==> src/rtl/fsba_pkg.sv <==
// ----------------------------------------------------------------------------
// fsba_pkg
// shared constants, codes and control types of the block allocator
// ----------------------------------------------------------------------------
package fsba_pkg;

  localparam int MAX_BLOCKS_DEF = 32;
  localparam int ADDR_BITS_DEF  = 16;
  localparam int CNT_W_DEF      = 6;
  localparam int STRAT_W        = 3;
  localparam int POOL_W         = 17;
  localparam int CFG_DW         = 17;
  localparam int CFG_IW         = 1;

  localparam logic [1:0] REQ_ALLOC = 2'd0;
  localparam logic [1:0] REQ_FREE  = 2'd1;

  localparam logic [STRAT_W-1:0] STRAT_FIRST = 3'd1;
  localparam logic [STRAT_W-1:0] STRAT_BEST  = 3'd2;
  localparam logic [STRAT_W-1:0] STRAT_WORST = 3'd3;
  localparam logic [STRAT_W-1:0] STRAT_NEXT  = 3'd4;

  localparam logic [1:0] ST_OK    = 2'd0;
  localparam logic [1:0] ST_NOFIT = 2'd1;
  localparam logic [1:0] ST_FULL  = 2'd2;

  localparam logic [CFG_IW-1:0] CFG_STRATEGY = 1'b0;
  localparam logic [CFG_IW-1:0] CFG_POOL     = 1'b1;

  localparam logic [POOL_W-1:0] POOL_RESET = 17'h10000;

  typedef enum logic [4:0] {
    S_INIT, S_IDLE, S_DISPATCH, S_SCAN_RD, S_SCAN_EV, S_DECIDE, S_WR_EXACT,
    S_UP_RD, S_UP_WR, S_SPLIT_HI, S_SPLIT_LO, S_MERGE, S_DN_RD, S_DN_WR,
    S_SHRINK, S_STAT_CLR, S_STAT_RD, S_STAT_EV, S_DONE
  } state_t;

  typedef enum logic [4:0] {
    OP_NOP, OP_INIT, OP_LATCH, OP_CLR, OP_RD, OP_RD_UP, OP_RD_DN, OP_SCAN_EV,
    OP_FAIL1, OP_FAIL2, OP_PICK, OP_WR_EXACT, OP_SPLIT_HI, OP_SPLIT_LO,
    OP_MERGE, OP_WR_SHIFT, OP_SHRINK, OP_STAT_CLR, OP_STAT_EV, OP_OUT_LOAD
  } op_t;

  typedef struct packed {
    op_t op;
  } cmd_t;

  typedef struct packed {
    logic       is_alloc;
    logic       is_free;
    logic       size_zero;
    logic       strat_bad;
    logic       sel_ok;
    logic       need_split;
    logic       full;
    logic       free_ok;
    logic       out_free;
    logic [1:0] k;
  } sts_t;

endpackage

==> src/rtl/fsba_if.sv <==
// ----------------------------------------------------------------------------
// fsba_if
// request and result channels of the block allocator
// ----------------------------------------------------------------------------
interface fsba_req_if #(
  parameter int ADDR_BITS = fsba_pkg::ADDR_BITS_DEF
) ();
  logic                 valid;
  logic                 ready;
  logic [1:0]           req_type;
  logic [ADDR_BITS:0]   request_size;
  logic [ADDR_BITS-1:0] block_address;

  modport source (output valid, req_type, request_size, block_address, input ready);
  modport sink (input valid, req_type, request_size, block_address, output ready);
endinterface

interface fsba_rsp_if #(
  parameter int ADDR_BITS = fsba_pkg::ADDR_BITS_DEF,
  parameter int CNT_W     = fsba_pkg::CNT_W_DEF
) ();
  logic                 valid;
  logic                 ready;
  logic [1:0]           status;
  logic [ADDR_BITS-1:0] granted_address;
  logic [CNT_W-1:0]     hole_count;
  logic [ADDR_BITS:0]   allocated_bytes;
  logic [ADDR_BITS:0]   free_bytes;
  logic [ADDR_BITS:0]   largest_free;
  logic [CNT_W-1:0]     small_hole_count;
  logic                 address_in_use;

  modport source (output valid, status, granted_address, hole_count, allocated_bytes,
                  free_bytes, largest_free, small_hole_count, address_in_use,
                  input ready);
  modport sink (input valid, status, granted_address, hole_count, allocated_bytes,
                free_bytes, largest_free, small_hole_count, address_in_use,
                output ready);
endinterface

==> src/rtl/fsba_ram.sv <==
// ----------------------------------------------------------------------------
// fsba_ram
// generic single write, single registered read memory
// ----------------------------------------------------------------------------
module fsba_ram #(
  parameter int WIDTH = 8,
  parameter int DEPTH = 32
) (
  input  logic                     clk,
  input  logic                     we,
  input  logic [$clog2(DEPTH)-1:0] waddr,
  input  logic [WIDTH-1:0]         wdata,
  input  logic [$clog2(DEPTH)-1:0] raddr,
  output logic [WIDTH-1:0]         rdata
);
  logic [WIDTH-1:0] mem [DEPTH];

  always_ff @(posedge clk) begin
    if (we) begin
      mem[waddr] <= wdata;
    end
    rdata <= mem[raddr];
  end
endmodule

==> src/rtl/fsba_ctrl.sv <==
// ----------------------------------------------------------------------------
// fsba_ctrl
// sequencer: table scans, entry shifts, statistics pass, result hand-off
// ----------------------------------------------------------------------------
module fsba_ctrl #(
  parameter int MAX_BLOCKS = fsba_pkg::MAX_BLOCKS_DEF
) (
  input  logic                          clk,
  input  logic                          rst_n,
  input  logic                          cfg_we,
  input  logic                          in_valid,
  output logic                          in_ready,
  input  fsba_pkg::sts_t                sts,
  input  logic [$clog2(MAX_BLOCKS+1)-1:0] count,
  input  logic [$clog2(MAX_BLOCKS)-1:0]   idx,
  input  logic [$clog2(MAX_BLOCKS+1)-1:0] dn_start,
  output fsba_pkg::cmd_t                cmd,
  output logic [$clog2(MAX_BLOCKS+1)-1:0] i_out
);
  import fsba_pkg::*;

  localparam int IW = $clog2(MAX_BLOCKS + 1);

  state_t        state_r, state_nxt;
  logic [IW-1:0] i_r, i_nxt;
  logic [IW:0]   i_ext, cnt_ext;

  assign i_ext   = (IW+1)'(i_r);
  assign cnt_ext = (IW+1)'(count);
  assign i_out   = i_r;

  always_ff @(posedge clk) begin
    if (!rst_n) begin
      state_r <= S_INIT;
      i_r     <= '0;
    end else begin
      state_r <= state_nxt;
      i_r     <= i_nxt;
    end
  end

  always_comb begin
    state_nxt = state_r;
    i_nxt     = i_r;
    cmd.op    = OP_NOP;
    in_ready  = 1'b0;
    case (state_r)
      S_INIT: begin
        cmd.op    = OP_INIT;
        state_nxt = S_IDLE;
      end
      S_IDLE: begin
        in_ready = 1'b1;
        if (in_valid) begin
          cmd.op    = OP_LATCH;
          state_nxt = S_DISPATCH;
        end
      end
      S_DISPATCH: begin
        i_nxt = '0;
        if (sts.is_alloc && (sts.size_zero || sts.strat_bad)) begin
          cmd.op    = OP_FAIL1;
          state_nxt = S_STAT_CLR;
        end else if (sts.is_alloc || sts.is_free) begin
          cmd.op    = OP_CLR;
          state_nxt = S_SCAN_RD;
        end else begin
          state_nxt = S_STAT_CLR;
        end
      end
      S_SCAN_RD: begin
        cmd.op    = OP_RD;
        state_nxt = S_SCAN_EV;
      end
      S_SCAN_EV: begin
        cmd.op = OP_SCAN_EV;
        if (i_ext + 1'b1 < cnt_ext) begin
          i_nxt     = i_r + 1'b1;
          state_nxt = S_SCAN_RD;
        end else begin
          state_nxt = S_DECIDE;
        end
      end
      S_DECIDE: begin
        if (sts.is_alloc) begin
          if (!sts.sel_ok) begin
            cmd.op    = OP_FAIL1;
            state_nxt = S_STAT_CLR;
          end else if (sts.need_split && sts.full) begin
            cmd.op    = OP_FAIL2;
            state_nxt = S_STAT_CLR;
          end else begin
            cmd.op    = OP_PICK;
            i_nxt     = count;
            state_nxt = sts.need_split ? S_UP_RD : S_WR_EXACT;
          end
        end else if (!sts.free_ok) begin
          cmd.op    = OP_FAIL1;
          state_nxt = S_STAT_CLR;
        end else begin
          state_nxt = S_MERGE;
        end
      end
      S_WR_EXACT: begin
        cmd.op    = OP_WR_EXACT;
        state_nxt = S_STAT_CLR;
      end
      S_UP_RD: begin
        if (i_ext > (IW+1)'(idx) + 1'b1) begin
          cmd.op    = OP_RD_UP;
          state_nxt = S_UP_WR;
        end else begin
          state_nxt = S_SPLIT_HI;
        end
      end
      S_UP_WR: begin
        cmd.op    = OP_WR_SHIFT;
        i_nxt     = i_r - 1'b1;
        state_nxt = S_UP_RD;
      end
      S_SPLIT_HI: begin
        cmd.op    = OP_SPLIT_HI;
        state_nxt = S_SPLIT_LO;
      end
      S_SPLIT_LO: begin
        cmd.op    = OP_SPLIT_LO;
        state_nxt = S_STAT_CLR;
      end
      S_MERGE: begin
        cmd.op    = OP_MERGE;
        i_nxt     = dn_start;
        state_nxt = S_DN_RD;
      end
      S_DN_RD: begin
        if (i_ext + (IW+1)'(sts.k) < cnt_ext) begin
          cmd.op    = OP_RD_DN;
          state_nxt = S_DN_WR;
        end else begin
          state_nxt = S_SHRINK;
        end
      end
      S_DN_WR: begin
        cmd.op    = OP_WR_SHIFT;
        i_nxt     = i_r + 1'b1;
        state_nxt = S_DN_RD;
      end
      S_SHRINK: begin
        cmd.op    = OP_SHRINK;
        state_nxt = S_STAT_CLR;
      end
      S_STAT_CLR: begin
        cmd.op    = OP_STAT_CLR;
        i_nxt     = '0;
        state_nxt = S_STAT_RD;
      end
      S_STAT_RD: begin
        cmd.op    = OP_RD;
        state_nxt = S_STAT_EV;
      end
      S_STAT_EV: begin
        cmd.op = OP_STAT_EV;
        if (i_ext + 1'b1 < cnt_ext) begin
          i_nxt     = i_r + 1'b1;
          state_nxt = S_STAT_RD;
        end else begin
          state_nxt = S_DONE;
        end
      end
      S_DONE: begin
        if (sts.out_free) begin
          cmd.op    = OP_OUT_LOAD;
          state_nxt = S_IDLE;
        end
      end
      default: state_nxt = S_INIT;
    endcase
    if (cfg_we) begin
      state_nxt = S_INIT;
    end
  end
endmodule

==> src/rtl/fsba_dp.sv <==
// ----------------------------------------------------------------------------
// fsba_dp
// block table, fit selection, merge arithmetic, statistics and result register
// ----------------------------------------------------------------------------
module fsba_dp #(
  parameter int MAX_BLOCKS = fsba_pkg::MAX_BLOCKS_DEF,
  parameter int ADDR_BITS  = fsba_pkg::ADDR_BITS_DEF
) (
  input  logic                              clk,
  input  logic                              rst_n,
  input  logic                              cfg_we,
  input  logic [fsba_pkg::CFG_IW-1:0]       cfg_index,
  input  logic [fsba_pkg::CFG_DW-1:0]       cfg_wdata,
  input  fsba_pkg::cmd_t                    cmd,
  input  logic [$clog2(MAX_BLOCKS+1)-1:0]   i_in,
  input  logic [1:0]                        req_type,
  input  logic [ADDR_BITS:0]                request_size,
  input  logic [ADDR_BITS-1:0]              block_address,
  output fsba_pkg::sts_t                    sts,
  output logic [$clog2(MAX_BLOCKS+1)-1:0]   count,
  output logic [$clog2(MAX_BLOCKS)-1:0]     idx,
  output logic [$clog2(MAX_BLOCKS+1)-1:0]   dn_start,
  input  logic                              out_ready,
  output logic                              out_valid,
  output logic [1:0]                        out_status,
  output logic [ADDR_BITS-1:0]              out_granted,
  output logic [$clog2(MAX_BLOCKS+1)-1:0]   out_holes,
  output logic [ADDR_BITS:0]                out_alloc_b,
  output logic [ADDR_BITS:0]                out_free_b,
  output logic [ADDR_BITS:0]                out_largest,
  output logic [$clog2(MAX_BLOCKS+1)-1:0]   out_small,
  output logic                              out_in_use
);
  import fsba_pkg::*;

  localparam int AB = ADDR_BITS;
  localparam int LW = ADDR_BITS + 1;
  localparam int AW = $clog2(MAX_BLOCKS);
  localparam int IW = $clog2(MAX_BLOCKS + 1);
  localparam int W  = AB + LW + 1;
  localparam int EW = (LW > POOL_W) ? LW : POOL_W;

  // configuration and table state
  logic [STRAT_W-1:0] strat_r;
  logic [POOL_W-1:0]  pool_r;
  logic [IW-1:0]      count_r;
  logic [AB-1:0]      rover_r;
  // latched request
  logic [1:0]         req_r;
  logic [LW-1:0]      size_r;
  logic [AB-1:0]      addr_r;
  // fit candidates
  logic               f0_ok_r, f1_ok_r, bw_ok_r, start_r;
  logic [AW-1:0]      f0_idx_r, f1_idx_r, bw_idx_r;
  logic [AB-1:0]      f0_base_r, f1_base_r, bw_base_r;
  logic [LW-1:0]      f0_len_r, f1_len_r, bw_len_r;
  // picked or matched entry and neighbors
  logic [AW-1:0]      idx_r;
  logic [AB-1:0]      pk_base_r, pbase_r, prev_base_r;
  logic [LW-1:0]      pk_len_r, plen_r, nlen_r, prev_len_r;
  logic               found_r, cur_used_r, pfree_r, nfree_r, prev_used_r;
  // statistics
  logic [1:0]         status_r;
  logic [AB-1:0]      granted_r;
  logic [IW-1:0]      holes_r, small_r;
  logic [LW-1:0]      alloc_b_r, free_b_r, largest_r;
  logic               in_use_r;
  // result register
  logic               o_valid_r, o_in_use_r;
  logic [1:0]         o_status_r;
  logic [AB-1:0]      o_granted_r;
  logic [IW-1:0]      o_holes_r, o_small_r;
  logic [LW-1:0]      o_alloc_r, o_free_r, o_largest_r;

  logic               ram_we;
  logic [AW-1:0]      ram_waddr, ram_raddr, i_addr;
  logic [W-1:0]       ram_wdata, rdata;
  logic [AB-1:0]      e_base;
  logic [LW-1:0]      e_len;
  logic               e_used, e_fit, e_hit, e_start;
  logic [EW-1:0]      pool_ext, pool_lim;
  logic [LW-1:0]      init_len;
  logic               sel_ok;
  logic [AW-1:0]      sel_idx;
  logic [AB-1:0]      sel_base;
  logic [LW-1:0]      sel_len;
  logic [LW-1:0]      merge_len;
  logic [1:0]         k;

  fsba_ram #(.WIDTH(W), .DEPTH(MAX_BLOCKS)) u_table (
    .clk   (clk),
    .we    (ram_we),
    .waddr (ram_waddr),
    .wdata (ram_wdata),
    .raddr (ram_raddr),
    .rdata (rdata)
  );

  assign e_base = rdata[AB-1:0];
  assign e_len  = rdata[AB+LW-1:AB];
  assign e_used = rdata[W-1];
  assign i_addr = i_in[AW-1:0];

  assign e_fit   = !e_used && (e_len >= size_r);
  assign e_hit   = (rover_r >= e_base) && ((LW'(rover_r) - LW'(e_base)) < e_len);
  assign e_start = start_r || e_hit;

  // zero pool means one byte, oversize saturates at the address space
  assign pool_ext = EW'(pool_r);
  assign pool_lim = EW'(1) << AB;
  always_comb begin
    if (pool_ext == '0) begin
      init_len = LW'(1);
    end else if (pool_ext > pool_lim) begin
      init_len = LW'(pool_lim);
    end else begin
      init_len = LW'(pool_ext);
    end
  end

  always_comb begin
    sel_ok   = 1'b0;
    sel_idx  = f0_idx_r;
    sel_base = f0_base_r;
    sel_len  = f0_len_r;
    case (strat_r)
      STRAT_FIRST: sel_ok = f0_ok_r;
      STRAT_NEXT: begin
        if (f1_ok_r) begin
          sel_ok   = 1'b1;
          sel_idx  = f1_idx_r;
          sel_base = f1_base_r;
          sel_len  = f1_len_r;
        end else begin
          sel_ok = f0_ok_r;
        end
      end
      STRAT_BEST, STRAT_WORST: begin
        sel_ok   = bw_ok_r;
        sel_idx  = bw_idx_r;
        sel_base = bw_base_r;
        sel_len  = bw_len_r;
      end
      default: sel_ok = 1'b0;
    endcase
  end

  assign k         = {1'b0, pfree_r} + {1'b0, nfree_r};
  assign merge_len = (pfree_r ? plen_r : '0) + pk_len_r + (nfree_r ? nlen_r : '0);
  assign dn_start  = IW'(idx_r) + IW'(!pfree_r);

  assign sts.is_alloc   = (req_r == REQ_ALLOC);
  assign sts.is_free    = (req_r == REQ_FREE);
  assign sts.size_zero  = (size_r == '0);
  assign sts.strat_bad  = !(strat_r inside {[STRAT_FIRST:STRAT_NEXT]});
  assign sts.sel_ok     = sel_ok;
  assign sts.need_split = (sel_len != size_r);
  assign sts.full       = (count_r >= IW'(MAX_BLOCKS));
  assign sts.free_ok    = found_r && cur_used_r;
  assign sts.out_free   = !o_valid_r || out_ready;
  assign sts.k          = k;
  assign count          = count_r;
  assign idx            = idx_r;

  // table port steering
  always_comb begin
    ram_we    = 1'b0;
    ram_waddr = idx_r;
    ram_wdata = rdata;
    ram_raddr = i_addr;
    case (cmd.op)
      OP_INIT: begin
        ram_we    = 1'b1;
        ram_waddr = '0;
        ram_wdata = {1'b0, init_len, AB'(0)};
      end
      OP_RD_UP: ram_raddr = AW'(i_in - 1'b1);
      OP_RD_DN: ram_raddr = AW'((IW+1)'(i_in) + (IW+1)'(k));
      OP_WR_SHIFT: begin
        ram_we    = 1'b1;
        ram_waddr = i_addr;
      end
      OP_WR_EXACT: begin
        ram_we    = 1'b1;
        ram_wdata = {1'b1, pk_len_r, pk_base_r};
      end
      OP_SPLIT_HI: begin
        ram_we    = 1'b1;
        ram_waddr = idx_r + 1'b1;
        ram_wdata = {1'b0, pk_len_r - size_r, AB'(LW'(pk_base_r) + size_r)};
      end
      OP_SPLIT_LO: begin
        ram_we    = 1'b1;
        ram_wdata = {1'b1, size_r, pk_base_r};
      end
      OP_MERGE: begin
        ram_we = 1'b1;
        if (pfree_r) begin
          ram_waddr = idx_r - 1'b1;
          ram_wdata = {1'b0, merge_len, pbase_r};
        end else begin
          ram_wdata = {1'b0, merge_len, pk_base_r};
        end
      end
      default: ram_we = 1'b0;
    endcase
  end

  always_ff @(posedge clk) begin
    if (!rst_n) begin
      strat_r   <= '0;
      pool_r    <= POOL_RESET;
      count_r   <= IW'(1);
      rover_r   <= '0;
      o_valid_r <= 1'b0;
    end else begin
      if (cfg_we) begin
        case (cfg_index)
          CFG_STRATEGY: strat_r <= cfg_wdata[STRAT_W-1:0];
          CFG_POOL:     pool_r  <= cfg_wdata[POOL_W-1:0];
          default:      strat_r <= strat_r;
        endcase
      end
      // a load may coincide with the previous result leaving
      if (cmd.op == OP_OUT_LOAD) begin
        o_valid_r <= 1'b1;
      end else if (out_ready) begin
        o_valid_r <= 1'b0;
      end
      case (cmd.op)
        OP_INIT: begin
          count_r <= IW'(1);
          rover_r <= '0;
        end
        OP_LATCH: begin
          req_r     <= req_type;
          size_r    <= request_size;
          addr_r    <= block_address;
          status_r  <= ST_OK;
          granted_r <= '0;
        end
        OP_CLR: begin
          f0_ok_r     <= 1'b0;
          f1_ok_r     <= 1'b0;
          bw_ok_r     <= 1'b0;
          start_r     <= 1'b0;
          found_r     <= 1'b0;
          nfree_r     <= 1'b0;
          pfree_r     <= 1'b0;
          prev_used_r <= 1'b1;
        end
        OP_SCAN_EV: begin
          if (req_r == REQ_ALLOC) begin
            if (e_fit && !f0_ok_r) begin
              f0_ok_r   <= 1'b1;
              f0_idx_r  <= i_addr;
              f0_base_r <= e_base;
              f0_len_r  <= e_len;
            end
            if (e_hit) begin
              start_r <= 1'b1;
            end
            if (e_start && e_fit && !f1_ok_r) begin
              f1_ok_r   <= 1'b1;
              f1_idx_r  <= i_addr;
              f1_base_r <= e_base;
              f1_len_r  <= e_len;
            end
            if (e_fit && (!bw_ok_r || (strat_r == STRAT_BEST && e_len < bw_len_r) ||
                          (strat_r == STRAT_WORST && e_len > bw_len_r))) begin
              bw_ok_r   <= 1'b1;
              bw_idx_r  <= i_addr;
              bw_base_r <= e_base;
              bw_len_r  <= e_len;
            end
          end else begin
            // the entry just below the match and the one just above it
            if (!found_r && e_base == addr_r) begin
              found_r    <= 1'b1;
              idx_r      <= i_addr;
              cur_used_r <= e_used;
              pk_base_r  <= e_base;
              pk_len_r   <= e_len;
              pfree_r    <= !prev_used_r;
              pbase_r    <= prev_base_r;
              plen_r     <= prev_len_r;
            end
            if (found_r && (IW+1)'(i_in) == (IW+1)'(idx_r) + 1'b1) begin
              nfree_r <= !e_used;
              nlen_r  <= e_len;
            end
            prev_used_r <= e_used;
            prev_base_r <= e_base;
            prev_len_r  <= e_len;
          end
        end
        OP_FAIL1: status_r <= ST_NOFIT;
        OP_FAIL2: status_r <= ST_FULL;
        OP_PICK: begin
          idx_r     <= sel_idx;
          pk_base_r <= sel_base;
          pk_len_r  <= sel_len;
        end
        OP_WR_EXACT, OP_SPLIT_LO: begin
          rover_r   <= pk_base_r;
          granted_r <= pk_base_r;
          if (cmd.op == OP_SPLIT_LO) begin
            count_r <= count_r + 1'b1;
          end
        end
        OP_SHRINK: count_r <= count_r - IW'(k);
        OP_STAT_CLR: begin
          holes_r   <= '0;
          small_r   <= '0;
          alloc_b_r <= '0;
          free_b_r  <= '0;
          largest_r <= '0;
          in_use_r  <= 1'b0;
        end
        OP_STAT_EV: begin
          if (e_used) begin
            alloc_b_r <= alloc_b_r + e_len;
            if (e_base == addr_r) begin
              in_use_r <= 1'b1;
            end
          end else begin
            holes_r  <= holes_r + 1'b1;
            free_b_r <= free_b_r + e_len;
            if (e_len > largest_r) begin
              largest_r <= e_len;
            end
            if (e_len <= size_r) begin
              small_r <= small_r + 1'b1;
            end
          end
        end
        OP_OUT_LOAD: begin
          o_status_r  <= status_r;
          o_granted_r <= granted_r;
          o_holes_r   <= holes_r;
          o_small_r   <= small_r;
          o_alloc_r   <= alloc_b_r;
          o_free_r    <= free_b_r;
          o_largest_r <= largest_r;
          o_in_use_r  <= in_use_r;
        end
        default: count_r <= count_r;
      endcase
    end
  end

  assign out_valid   = o_valid_r;
  assign out_status  = o_status_r;
  assign out_granted = o_granted_r;
  assign out_holes   = o_holes_r;
  assign out_alloc_b = o_alloc_r;
  assign out_free_b  = o_free_r;
  assign out_largest = o_largest_r;
  assign out_small   = o_small_r;
  assign out_in_use  = o_in_use_r;
endmodule

==> src/rtl/fit_strategy_block_allocator_top.sv <==
// ----------------------------------------------------------------------------
// fit_strategy_block_allocator_top
// address-ordered block table allocator with first, best, worst and next fit
// ----------------------------------------------------------------------------
// alloc or free: table scan, entry shifts and split or merge writes, then a
//   statistics pass; query: statistics pass only; one entry read at a time
// one request at a time; a new request is taken once the result is parked in
//   the output register
// reset and any register write: table becomes one free block of pool_size at
//   base 0, rover back to 0
module fit_strategy_block_allocator_top #(
  parameter int MAX_BLOCKS = fsba_pkg::MAX_BLOCKS_DEF,
  parameter int ADDR_BITS  = fsba_pkg::ADDR_BITS_DEF
) (
  input  logic                        clk,
  input  logic                        rst_n,
  fsba_req_if.sink                    in_req,
  fsba_rsp_if.source                  out_rsp,
  input  logic                        cfg_we,
  input  logic [fsba_pkg::CFG_IW-1:0] cfg_index,
  input  logic [fsba_pkg::CFG_DW-1:0] cfg_wdata
);
  import fsba_pkg::*;

  localparam int IW = $clog2(MAX_BLOCKS + 1);
  localparam int AW = $clog2(MAX_BLOCKS);

  // command and status between sequencer and datapath
  cmd_t          cmd;
  sts_t          sts;
  logic [IW-1:0] count;
  logic [IW-1:0] i_cur;
  logic [IW-1:0] dn_start;
  logic [AW-1:0] idx;
  logic          in_ready;

  assign in_req.ready = in_ready;

  // sequencer holds the walk state; the datapath owns every other stored value
  fsba_ctrl #(.MAX_BLOCKS(MAX_BLOCKS)) u_ctrl (
    .clk      (clk),
    .rst_n    (rst_n),
    .cfg_we   (cfg_we),
    .in_valid (in_req.valid),
    .in_ready (in_ready),
    .sts      (sts),
    .count    (count),
    .idx      (idx),
    .dn_start (dn_start),
    .cmd      (cmd),
    .i_out    (i_cur)
  );

  // table memory, fit candidates, merge math, statistics, result register
  fsba_dp #(.MAX_BLOCKS(MAX_BLOCKS), .ADDR_BITS(ADDR_BITS)) u_dp (
    .clk           (clk),
    .rst_n         (rst_n),
    .cfg_we        (cfg_we),
    .cfg_index     (cfg_index),
    .cfg_wdata     (cfg_wdata),
    .cmd           (cmd),
    .i_in          (i_cur),
    .req_type      (in_req.req_type),
    .request_size  (in_req.request_size),
    .block_address (in_req.block_address),
    .sts           (sts),
    .count         (count),
    .idx           (idx),
    .dn_start      (dn_start),
    .out_ready     (out_rsp.ready),
    .out_valid     (out_rsp.valid),
    .out_status    (out_rsp.status),
    .out_granted   (out_rsp.granted_address),
    .out_holes     (out_rsp.hole_count),
    .out_alloc_b   (out_rsp.allocated_bytes),
    .out_free_b    (out_rsp.free_bytes),
    .out_largest   (out_rsp.largest_free),
    .out_small     (out_rsp.small_hole_count),
    .out_in_use    (out_rsp.address_in_use)
  );
endmodule

==> src/flat_wrapper.sv <==
// flat-port wrapper written by rule: the top's interface ports become plain ports
module fit_strategy_block_allocator_top_flat import fsba_pkg::*;
#(
  parameter int MAX_BLOCKS = fsba_pkg::MAX_BLOCKS_DEF,
  parameter int ADDR_BITS  = fsba_pkg::ADDR_BITS_DEF
)
  (clk, rst_n, cfg_we, cfg_index, cfg_wdata, in_req_valid, in_req_req_type, in_req_request_size, in_req_block_address, in_req_ready, out_rsp_valid, out_rsp_status, out_rsp_granted_address, out_rsp_hole_count, out_rsp_allocated_bytes, out_rsp_free_bytes, out_rsp_largest_free, out_rsp_small_hole_count, out_rsp_address_in_use, out_rsp_ready);
  fsba_req_if #(.ADDR_BITS(ADDR_BITS)) in_req_i ();
  fsba_rsp_if #(.ADDR_BITS(ADDR_BITS)) out_rsp_i ();
  input  logic clk;
  input  logic rst_n;
  input  logic cfg_we;
  input  logic [fsba_pkg::CFG_IW-1:0] cfg_index;
  input  logic [fsba_pkg::CFG_DW-1:0] cfg_wdata;
  input wire logic [$bits(in_req_i.valid)-1:0] in_req_valid;
  input wire logic [$bits(in_req_i.req_type)-1:0] in_req_req_type;
  input wire logic [$bits(in_req_i.request_size)-1:0] in_req_request_size;
  input wire logic [$bits(in_req_i.block_address)-1:0] in_req_block_address;
  output wire logic [$bits(in_req_i.ready)-1:0] in_req_ready;
  output wire logic [$bits(out_rsp_i.valid)-1:0] out_rsp_valid;
  output wire logic [$bits(out_rsp_i.status)-1:0] out_rsp_status;
  output wire logic [$bits(out_rsp_i.granted_address)-1:0] out_rsp_granted_address;
  output wire logic [$bits(out_rsp_i.hole_count)-1:0] out_rsp_hole_count;
  output wire logic [$bits(out_rsp_i.allocated_bytes)-1:0] out_rsp_allocated_bytes;
  output wire logic [$bits(out_rsp_i.free_bytes)-1:0] out_rsp_free_bytes;
  output wire logic [$bits(out_rsp_i.largest_free)-1:0] out_rsp_largest_free;
  output wire logic [$bits(out_rsp_i.small_hole_count)-1:0] out_rsp_small_hole_count;
  output wire logic [$bits(out_rsp_i.address_in_use)-1:0] out_rsp_address_in_use;
  input wire logic [$bits(out_rsp_i.ready)-1:0] out_rsp_ready;
  assign in_req_i.valid = in_req_valid;
  assign in_req_i.req_type = in_req_req_type;
  assign in_req_i.request_size = in_req_request_size;
  assign in_req_i.block_address = in_req_block_address;
  assign in_req_ready = in_req_i.ready;
  assign out_rsp_valid = out_rsp_i.valid;
  assign out_rsp_status = out_rsp_i.status;
  assign out_rsp_granted_address = out_rsp_i.granted_address;
  assign out_rsp_hole_count = out_rsp_i.hole_count;
  assign out_rsp_allocated_bytes = out_rsp_i.allocated_bytes;
  assign out_rsp_free_bytes = out_rsp_i.free_bytes;
  assign out_rsp_largest_free = out_rsp_i.largest_free;
  assign out_rsp_small_hole_count = out_rsp_i.small_hole_count;
  assign out_rsp_address_in_use = out_rsp_i.address_in_use;
  assign out_rsp_i.ready = out_rsp_ready;
  fit_strategy_block_allocator_top #(.MAX_BLOCKS(MAX_BLOCKS), .ADDR_BITS(ADDR_BITS)) u_core (.clk(clk), .rst_n(rst_n), .in_req(in_req_i), .out_rsp(out_rsp_i), .cfg_we(cfg_we), .cfg_index(cfg_index), .cfg_wdata(cfg_wdata));
endmodule
==> config.mk <==
export PLATFORM = sky130hd
export DESIGN_NAME = fit_strategy_block_allocator_top_flat
export DESIGN_NICKNAME = d
export VERILOG_FILES = /design/src/rtl/fsba_pkg.sv /design/src/rtl/fsba_if.sv /design/src/rtl/fsba_ram.sv /design/src/rtl/fsba_ctrl.sv /design/src/rtl/fsba_dp.sv /design/src/rtl/fit_strategy_block_allocator_top.sv /design/src/flat_wrapper.sv
export SDC_FILE = /design/constraint.sdc
export NUM_CORES = 2
export LEC_CHECK = 0
export BUFFER_PORTS_ARGS = -buffer_cell sky130_fd_sc_hd__buf_2
export CAP_MARGIN = 20
export CORE_MARGIN = 1
export CORE_UTILIZATION = 28
export CTS_CLUSTER_SIZE = 8
export DETAILED_ROUTE_END_ITERATION = 6
export PLACE_DENSITY_LB_ADDON = 0.05
export REMOVE_ABC_BUFFERS = 1
export SLEW_MARGIN = 25
export SYNTH_ARGS = -nofsm -noshare
export SYNTH_HDL_FRONTEND = slang
export SYNTH_SLANG_ARGS = --single-unit
==> constraint.sdc <==
create_clock -name clk -period 12.8 [get_ports clk]
set_input_delay 1.28 -clock clk [delete_from_list [all_inputs] [get_ports clk]]
set_output_delay 1.28 -clock clk [all_outputs]
set_load 0.02 [all_outputs]
Word-level counts from Yosys, hierarchy flattened
Memory sizes are Yosys's and may differ from the RTL's. A register that Yosys moved wholly into a read port is not among the register bits.
Cells that the tools add are included.
- latch bits: 0
- input bits: 58
- output and inout bits: 84
- logic and storage cells: 339
- flip-flop bits (word level): 497
- bits in writable memories: 1088
- bits in read-only memories: 0
- memories: 1
- bitwise logic cells: 3
- reductions and logical operators: 80
- eq/ne operators: 64
- $lt $le $gt $ge: 14
- multipliers: 0
- shifts and indexed selects: 0
- muxes and demuxes: 105
- divide/modulo/power cells: 0
- $add $sub $neg: 20
- memories (memory ; depth ; width ; read ports ; clocked after Yosys merged registers in ; wr ports ; RTL line ; RTL):
    u_core.u_dp.u_table.mem ; 32 ; 34 ; 1 ; 1 ; 1 ; fsba_ram.sv:16 ; logic [WIDTH-1:0] mem [DEPTH];
- operators by type and width (operator ; count):
    $mux W17 ; 11
    $pmux W17 S2 ; 5
    $pmux W34 S5 ; 1
    $pmux W16 S2 ; 4
    $pmux W5 S17 ; 1
    $eq A5 B4 Y1 const B ; 16
    $pmux W5 S16 ; 1
    $add A17 B17 Y17 ; 4
    $mux W16 ; 4
    $reduce_and A4 Y1 ; 15
    $mux W6 ; 8
    $mux W5 ; 9
    $pmux W6 S6 ; 1
    $eq A5 B3 Y1 const B ; 7
    $eq A5 B5 Y1 const B ; 7
    $gt A17 B17 Y1 ; 2
    $logic_not A17 Y1 ; 2
    $lt A17 B17 Y1 ; 2
    $ne A2 B2 Y1 const B ; 16
    $pmux W5 S2 ; 3
    $mux W1 ; 26
    $add A6 B1 Y6 const B ; 4
    $mux W4 ; 6
    $pmux W6 S2 ; 2
    other kinds (53) ; 129

Longest topological paths before layout
- depth after elaboration: 14
- depth in mapped cells: 21
- depth with buffers taken out: 21

Cells and area by module
Synthesis repeated with hierarchy kept, for this count alone.
- cell total of the unflattened synthesis: 4853
- area, all modules: 70531.4 sq um
- modules (own cells, without submodules) (module ; area each (sq um) ; seq. area each (sq um) ; instances ; cells each):
    fsba_ram ; 43107.6 ; 33352.0 ; 1 ; 2399
    fsba_dp ; 25481.9 ; 14163.6 ; 1 ; 2186
    fsba_ctrl ; 1941.9 ; 220.2 ; 1 ; 268

Least setup slack after synthesis
Ideal clock, no wire load.
- kind: flip-flop to flip-flop
- from: register u_core.u_dp.u_table.rdata[0] (read register of u_core.u_dp.u_table.mem)
- to: register u_core.u_dp.f1_base_r[0], enable pin
- data required time: 12.162 ns
- slack: 2.444 ns
- cell stages (with the launch flop): 19
- arrival time: 9.718 ns
- clock period less this slack: 10.356 ns
- library setup time: 0.638 ns
- path buffers: 0
- cell sequence: dfxtp_1 > ha_1 > inv_1 > fa_1 > a21o_1 > a21oi_1 > o21bai_1 > a211o_1 > nand4_1 > nand4_1 > a31o_2 > a21oi_1 > xnor2_1 > ha_1 > or4_1 > a21oi_1 > o2111ai_1 > o2bb2ai_1 > a2111oi_0
- word-level cells in the longest chain between the ends: 7
- elaborated cells between the ends (all ways): 8
- classes of those cells: add/sub: 1; order compare: 2; reduce/logical: 5
- RTL lines (item ; RTL line ; RTL):
    from (decl) ; fsba_ram.sv:14 ; output logic [WIDTH-1:0] rdata
    $sub A16 B16 Y17 ; fsba_dp.sv:105 ; assign e_hit = (rover_r >= e_base) && ((LW'(rover_r) - LW'(e_base)) < e_len);
    $lt A17 B17 Y1 ; fsba_dp.sv:105 ;
    $logic_and A1 B1 Y1 * ; fsba_dp.sv:105 ;
    $logic_or A1 B1 Y1 * ; fsba_dp.sv:106 ; assign e_start = start_r || e_hit;
    $logic_and A1 B1 Y1 * (2 in series) ; fsba_dp.sv:263 ; if (e_start && e_fit && !f1_ok_r) begin
    $reduce_and A4 Y1 (no source line) * ; n/a ;
    to (signal assigned) ; fsba_dp.sv:266 ; f1_base_r <= e_base;
    to (decl) ; fsba_dp.sv:55 ; logic [AB-1:0] f0_base_r, f1_base_r, bw_base_r;
Mark *: on every way between the ends. The rest lies on a longest branch, timed or not.
A chain may end at the register's enable or synchronous reset.

Worst setup path in the final report
- from: register u_core.u_dp.pfree_r
- to: register u_core.u_dp.u_table.rdata[28] (read register of u_core.u_dp.u_table.mem)
- word-level cells in the longest chain between the ends: 7
- elaborated cells between the ends (all ways): 8
- classes of those cells: add/sub: 2; order compare: 1; eq/ne: 2; mux: 3
- RTL lines (item ; RTL line ; RTL):
    from (decl) ; fsba_dp.sv:61 ; logic found_r, cur_used_r, pfree_r, nfree_r, prev_used_r;
    from (signal assigned) ; fsba_dp.sv:284 ; pfree_r <= !prev_used_r;
    $add A1 B1 Y2 * ; fsba_dp.sv:148 ; assign k = {1'b0, pfree_r} + {1'b0, nfree_r};
    $add A6 B2 Y7 * ; fsba_ctrl.sv:135 ; if (i_ext + (IW+1)'(sts.k) < cnt_ext) begin
    $lt A7 B6 Y1 ; fsba_ctrl.sv:135 ;
    $mux W3 ; fsba_ctrl.sv:135 ;
    $pmux W5 S17 ; fsba_ctrl.sv:47 ; case (state_r)
    $eq A5 B3 Y1 ; fsba_dp.sv:171 ; case (cmd.op)
    $pmux W5 S2 * ; fsba_dp.sv:171 ;
Marked as above.

==> flow_summary.rst <==
.. list-table::
   :header-rows: 1

   * - Metric
     - Value
   * - Proportion of netlist area held by the largest area contributor
     - 0.661
   * - Count of hold buffers inserted by post-cts repair
     - 0
   * - Count of input and output buffers
     - 141
   * - Post-route antenna net violation count
     - 0
   * - Multi-input gate area
     - 20700 um2
   * - Via count of the first global-routing pass
     - 44872
   * - Number of buffers on the longest clock path
     - 3
   * - Nets@finish
     - 5725
   * - Top FF cell, synth
     - sky130_fd_sc_hd__edfxtp_1
   * - Power per unit of standard cell area
     - 158 nW/um2
   * - Critical path data arrival time
     - 8.24 ns
   * - Transition time of the tightest slew-check pin
     - 1.12 ns
   * - GP Congestion
     - 0.859
   * - EDFF count, synth
     - 1531
   * - Hold Slack
     - 0.395 ns
   * - Crit Reg-Reg Endpoint
     - u_core.u_dp.u_table.rdata[28]$_DFF_P_
   * - Cts bufs inserted
     - 223
   * - Nature of the critical path startpoint
     - flop
   * - Core region area
     - 246000 um2
   * - Dpl cells
     - 8537
   * - Mean cell area of the mapped netlist
     - 13.4 um2
   * - Critical path fanouts, max
     - 144
   * - Final min period
     - 7.46 ns
   * - Number of buffers inserted by post-CTS setup repair
     - 0
   * - Total Negative Setup Slacks
     - 0 ns
   * - R2R Setup Slk
     - 5.34 ns
   * - Clk_lat worst skew
     - 0.89 ns
   * - HPWL after detailed placement
     - 165000 um
   * - First DRT Iteration DRCs
     - 4092
   * - Detailed-routed wire length on met3
     - 10600 um
   * - Worst setup path endpoint
     - u_core.u_dp.u_table.rdata[28]$_DFF_P_
   * - Classification of the worst-slack hold path
     - flop to flop
   * - Proportion of synthesized flip-flops having asynchronous set or reset
     - 0
   * - Capturing element type of the critical path
     - flop
   * - Post-route fraction of the period consumed by the critical path
     - 0.583
   * - Global-route wire length before repair
     - 376000 um
   * - Maxcap violations
     - 0
   * - Total length of routed met2 wires
     - 132000 um
   * - Type of the worst setup path
     - flop to flop
   * - Final design instance area without fill
     - 81800 um2
   * - Post-placement cell area
     - 75200 um2
   * - Total chip power
     - 12.9 mW
   * - Sequential-to-total area share from yosys stat
     - 0.687
   * - Vias per cell
     - 5.15
   * - Setup repair after global routing missed its margin
     - no
   * - Die X-Extent
     - 500 um
   * - Global-route usage over all layers
     - 0.217
   * - Data required time of the worst path
     - 13.58 ns
   * - Clock tree from TritonCTS
     - done
   * - Worst R2R Start
     - u_core.u_dp.pfree_r$_DFFE_PP_
   * - Die area
     - 250000 um2
   * - Min setup slack post-route
     - 5.34 ns
   * - Setup crit start
     - u_core.u_dp.pfree_r$_DFFE_PP_
   * - Core occupancy in the finished layout
     - 0.332
   * - Area of the mapped netlist
     - 69500 um2
   * - CTS H-Tree Depth
     - 4
   * - Number of search-and-repair iterations in the first detailed-routing pass
     - 7
   * - WL/cell
     - 30.8 um
   * - Number of cells produced by synthesis
     - 5199
   * - Initial antenna violation count
     - 8
   * - Relative area change from synthesis to final layout
     - 17.7%
   * - Path depth of the worst reg2reg path
     - 19
   * - Fin cells
     - 8960
   * - Seq. cell area
     - 47700 um2
   * - Total of warnings raised by yosys
     - 0
   * - Proportion of layout cells with a drive suffix above 1
     - 0.118
   * - Count of standard-cell rows
     - 182
   * - # fillers
     - 24455
   * - Resize count post-CTS
     - 0
   * - Total wire length after detailed routing
     - 276000 um
   * - Clk sinks
     - 1619
   * - Cell type with the largest total area after synthesis
     - sky130_fd_sc_hd__edfxtp_1
   * - Worst Setup Slack post-DPL
     - 5.47 ns
   * - Final worst clock skew
     - 0.0665 ns
   * - Leakage
     - 27.2 nW
   * - Number of endpoints with negative hold slack in the final report
     - 0
   * - Status
     - finished, final reports clean
   * - Timing-limited maximum frequency
     - 134 MHz
   * - Peak VDD IR
     - 103 uV
   * - Vias after detailed routing
     - 46128
   * - Slew HR
     - 0.253
   * - Number of storage elements in the synthesis netlist
     - 1619
   * - Remaining global-route overflow
     - 0
   * - Commonest cells post-synth
     - 1531 x sky130_fd_sc_hd__edfxtp_1, 795 x sky130_fd_sc_hd__nand2_1, 440 x sky130_fd_sc_hd__a21oi_1
   * - Top-count cell post-synth
     - sky130_fd_sc_hd__edfxtp_1
   * - Max Slew Vio Count
     - 0
   * - Clock slew seen by the registers of the worst setup and hold paths
     - 0.05 ns
   * - Largest net degree at the start of global routing
     - 161
   * - WL met1
     - 125000 um
   * - Number of distinct library cells after synthesis
     - 82
   * - Top cells by area in the synthesized netlist
     - sky130_fd_sc_hd__edfxtp_1 66%, sky130_fd_sc_hd__nand2_1 4.3%, sky130_fd_sc_hd__ha_1 3.5%
   * - Starting Density
     - 0.282
   * - Number of remaining DRC errors
     - 0
   * - Number of I/O pins
     - 142
   * - DIE HEIGHT
     - 500 um
   * - Highest metal layer used by the detailed router
     - met4
   * - CTS Root Buffer Type
     - sky130_fd_sc_hd__clkbuf_16
   * - Endpoints failing setup
     - 0
[state kept, by name, indices dropped and copies added, names as in the netlist, 17 cells and up]
name                       flops
u_core.u_dp.alloc_b_r         17
u_core.u_dp.u_table.mem     1088
u_core.u_dp.f0_len_r          17
u_core.u_dp.out_alloc_b       17
u_core.u_dp.f1_len_r          17
u_core.u_dp.out_free_b        17
u_core.u_dp.largest_r         17
u_core.u_dp.size_r            17
u_core.u_dp.pool_ext          17
u_core.u_dp.prev_len_r        17
u_core.u_dp.nlen_r            17
u_core.u_dp.u_table.rdata     34
u_core.u_dp.plen_r            17
u_core.u_dp.pk_len_r          17
u_core.u_dp.free_b_r          17
u_core.u_dp.bw_len_r          17
u_core.u_dp.out_largest       17
[layer usage]
metal,track usage,vias to the layer above
met5,0,-
met4,0.0644,0
met3,0.0264,338
met2,0.361,1161
met1,0.294,24130
li1,-,20499
[power by group]
part	leakage (nW)	switching (mW)	internal [mW]	total, mW
Clock	3.11	2.39	3.28	5.67
Combinational	9.49	0.853	0.333	1.19
Sequential	14.6	0.0660	5.98	6.05
[cell usage in the layout (no fill, tap or decap), types with 14 or more instances in the layout]
cell                        instances
sky130_fd_sc_hd__edfxtp_1        1531
sky130_fd_sc_hd__nand2_1          790
sky130_fd_sc_hd__a21oi_1          428
sky130_fd_sc_hd__clkbuf_16        223
sky130_fd_sc_hd__nor2_1           195
sky130_fd_sc_hd__ha_1             193
sky130_fd_sc_hd__clkbuf_1         172
sky130_fd_sc_hd__buf_4            159
sky130_fd_sc_hd__a32oi_1          146
sky130_fd_sc_hd__buf_2            141
sky130_fd_sc_hd__inv_1            137
sky130_fd_sc_hd__nand3_1          120
sky130_fd_sc_hd__mux2i_1          111
sky130_fd_sc_hd__o21ai_0           94
sky130_fd_sc_hd__a221oi_1          94
sky130_fd_sc_hd__xnor2_1           93
sky130_fd_sc_hd__dfxtp_1           88
sky130_fd_sc_hd__o22ai_1           76
sky130_fd_sc_hd__a211oi_1          63
sky130_fd_sc_hd__and2_1            61
sky130_fd_sc_hd__xor2_1            49
sky130_fd_sc_hd__a21o_1            46
sky130_fd_sc_hd__a221o_1           43
sky130_fd_sc_hd__nor3_1            42
sky130_fd_sc_hd__nor2_4            37
sky130_fd_sc_hd__a311oi_1          34
sky130_fd_sc_hd__nand4_1           29
sky130_fd_sc_hd__a22o_1            29
sky130_fd_sc_hd__nand2b_1          28
sky130_fd_sc_hd__nor2b_1           25
sky130_fd_sc_hd__fa_1              24
sky130_fd_sc_hd__and3_1            19
sky130_fd_sc_hd__o31ai_1           19
sky130_fd_sc_hd__o21a_1            18
sky130_fd_sc_hd__a222oi_1          16
sky130_fd_sc_hd__a31oi_1           15
sky130_fd_sc_hd__or3_1             14
[worst min-delay path by stage]
stage	start	end	slack (ns)	cells past startpoint
4_1_cts	u_core.u_dp.prev_len_r[1]$_DFFE_PP_	u_core.u_dp.plen_r[1]$_DFFE_PP_	0.38	0
3_5_place_dp	u_core.u_dp.prev_base_r[11]$_DFFE_PP_	u_core.u_dp.pbase_r[11]$_DFFE_PP_	0.40	0
5_1_grt	u_core.u_dp.prev_len_r[1]$_DFFE_PP_	u_core.u_dp.plen_r[1]$_DFFE_PP_	0.39	0
6_report	u_core.u_dp.prev_len_r[1]$_DFFE_PP_	u_core.u_dp.plen_r[1]$_DFFE_PP_	0.39	0
3_3_place_gp	u_core.u_dp.prev_len_r[6]$_DFFE_PP_	u_core.u_dp.plen_r[6]$_DFFE_PP_	0.40	0
2_1_floorplan	u_core.u_dp.granted_r[0]$_DFFE_PP_	u_core.u_dp.out_granted[0]$_DFFE_PP_	0.40	0
[area by class of cell]
cell class | instances | share of cell area
Timing Repair Buffer | 307 | 0.0249
Sequential cell | 1619 | 0.584
Multi-Input combinational cell | 3157 | 0.254
Tap cell | 3312 | 0.0507
Inverter | 142 | 0.00652
Antenna cell | 8 | 0.000245
Clock inverter | 18 | 0.00401
Clock buffer | 397 | 0.0765
[logic make-up after synthesis]
group,after synthesis,synth area share
xor+xnor,142,0.0179
simple gates,1431,0.0900
mux,114,0.0165
compound gates,1253,0.123
flops,1619,0.687
fa+ha+maj,217,0.0416
buf+inv,423,0.0241
[critical path, stage by stage (launching register included)]
cell	delay, ns
sky130_fd_sc_hd__edfxtp_1	0.74
sky130_fd_sc_hd__ha_1	0.47
sky130_fd_sc_hd__ha_1	0.17
sky130_fd_sc_hd__inv_1	0.06
sky130_fd_sc_hd__fa_1	0.46
sky130_fd_sc_hd__nor2_1	0.16
sky130_fd_sc_hd__xnor2_1	0.17
sky130_fd_sc_hd__ha_1	0.28
sky130_fd_sc_hd__a21oi_1	0.17
sky130_fd_sc_hd__o221ai_1	0.19
sky130_fd_sc_hd__a211oi_2	0.75
sky130_fd_sc_hd__a21oi_1	0.29
sky130_fd_sc_hd__a21boi_4	0.32
sky130_fd_sc_hd__buf_12	0.43
sky130_fd_sc_hd__buf_4	0.62
sky130_fd_sc_hd__buf_4	0.80
sky130_fd_sc_hd__a21oi_1	0.10
sky130_fd_sc_hd__a221oi_1	0.37
sky130_fd_sc_hd__a311oi_1	0.12
sky130_fd_sc_hd__a211oi_1	0.27
Power figures use the tool's default switching activity.
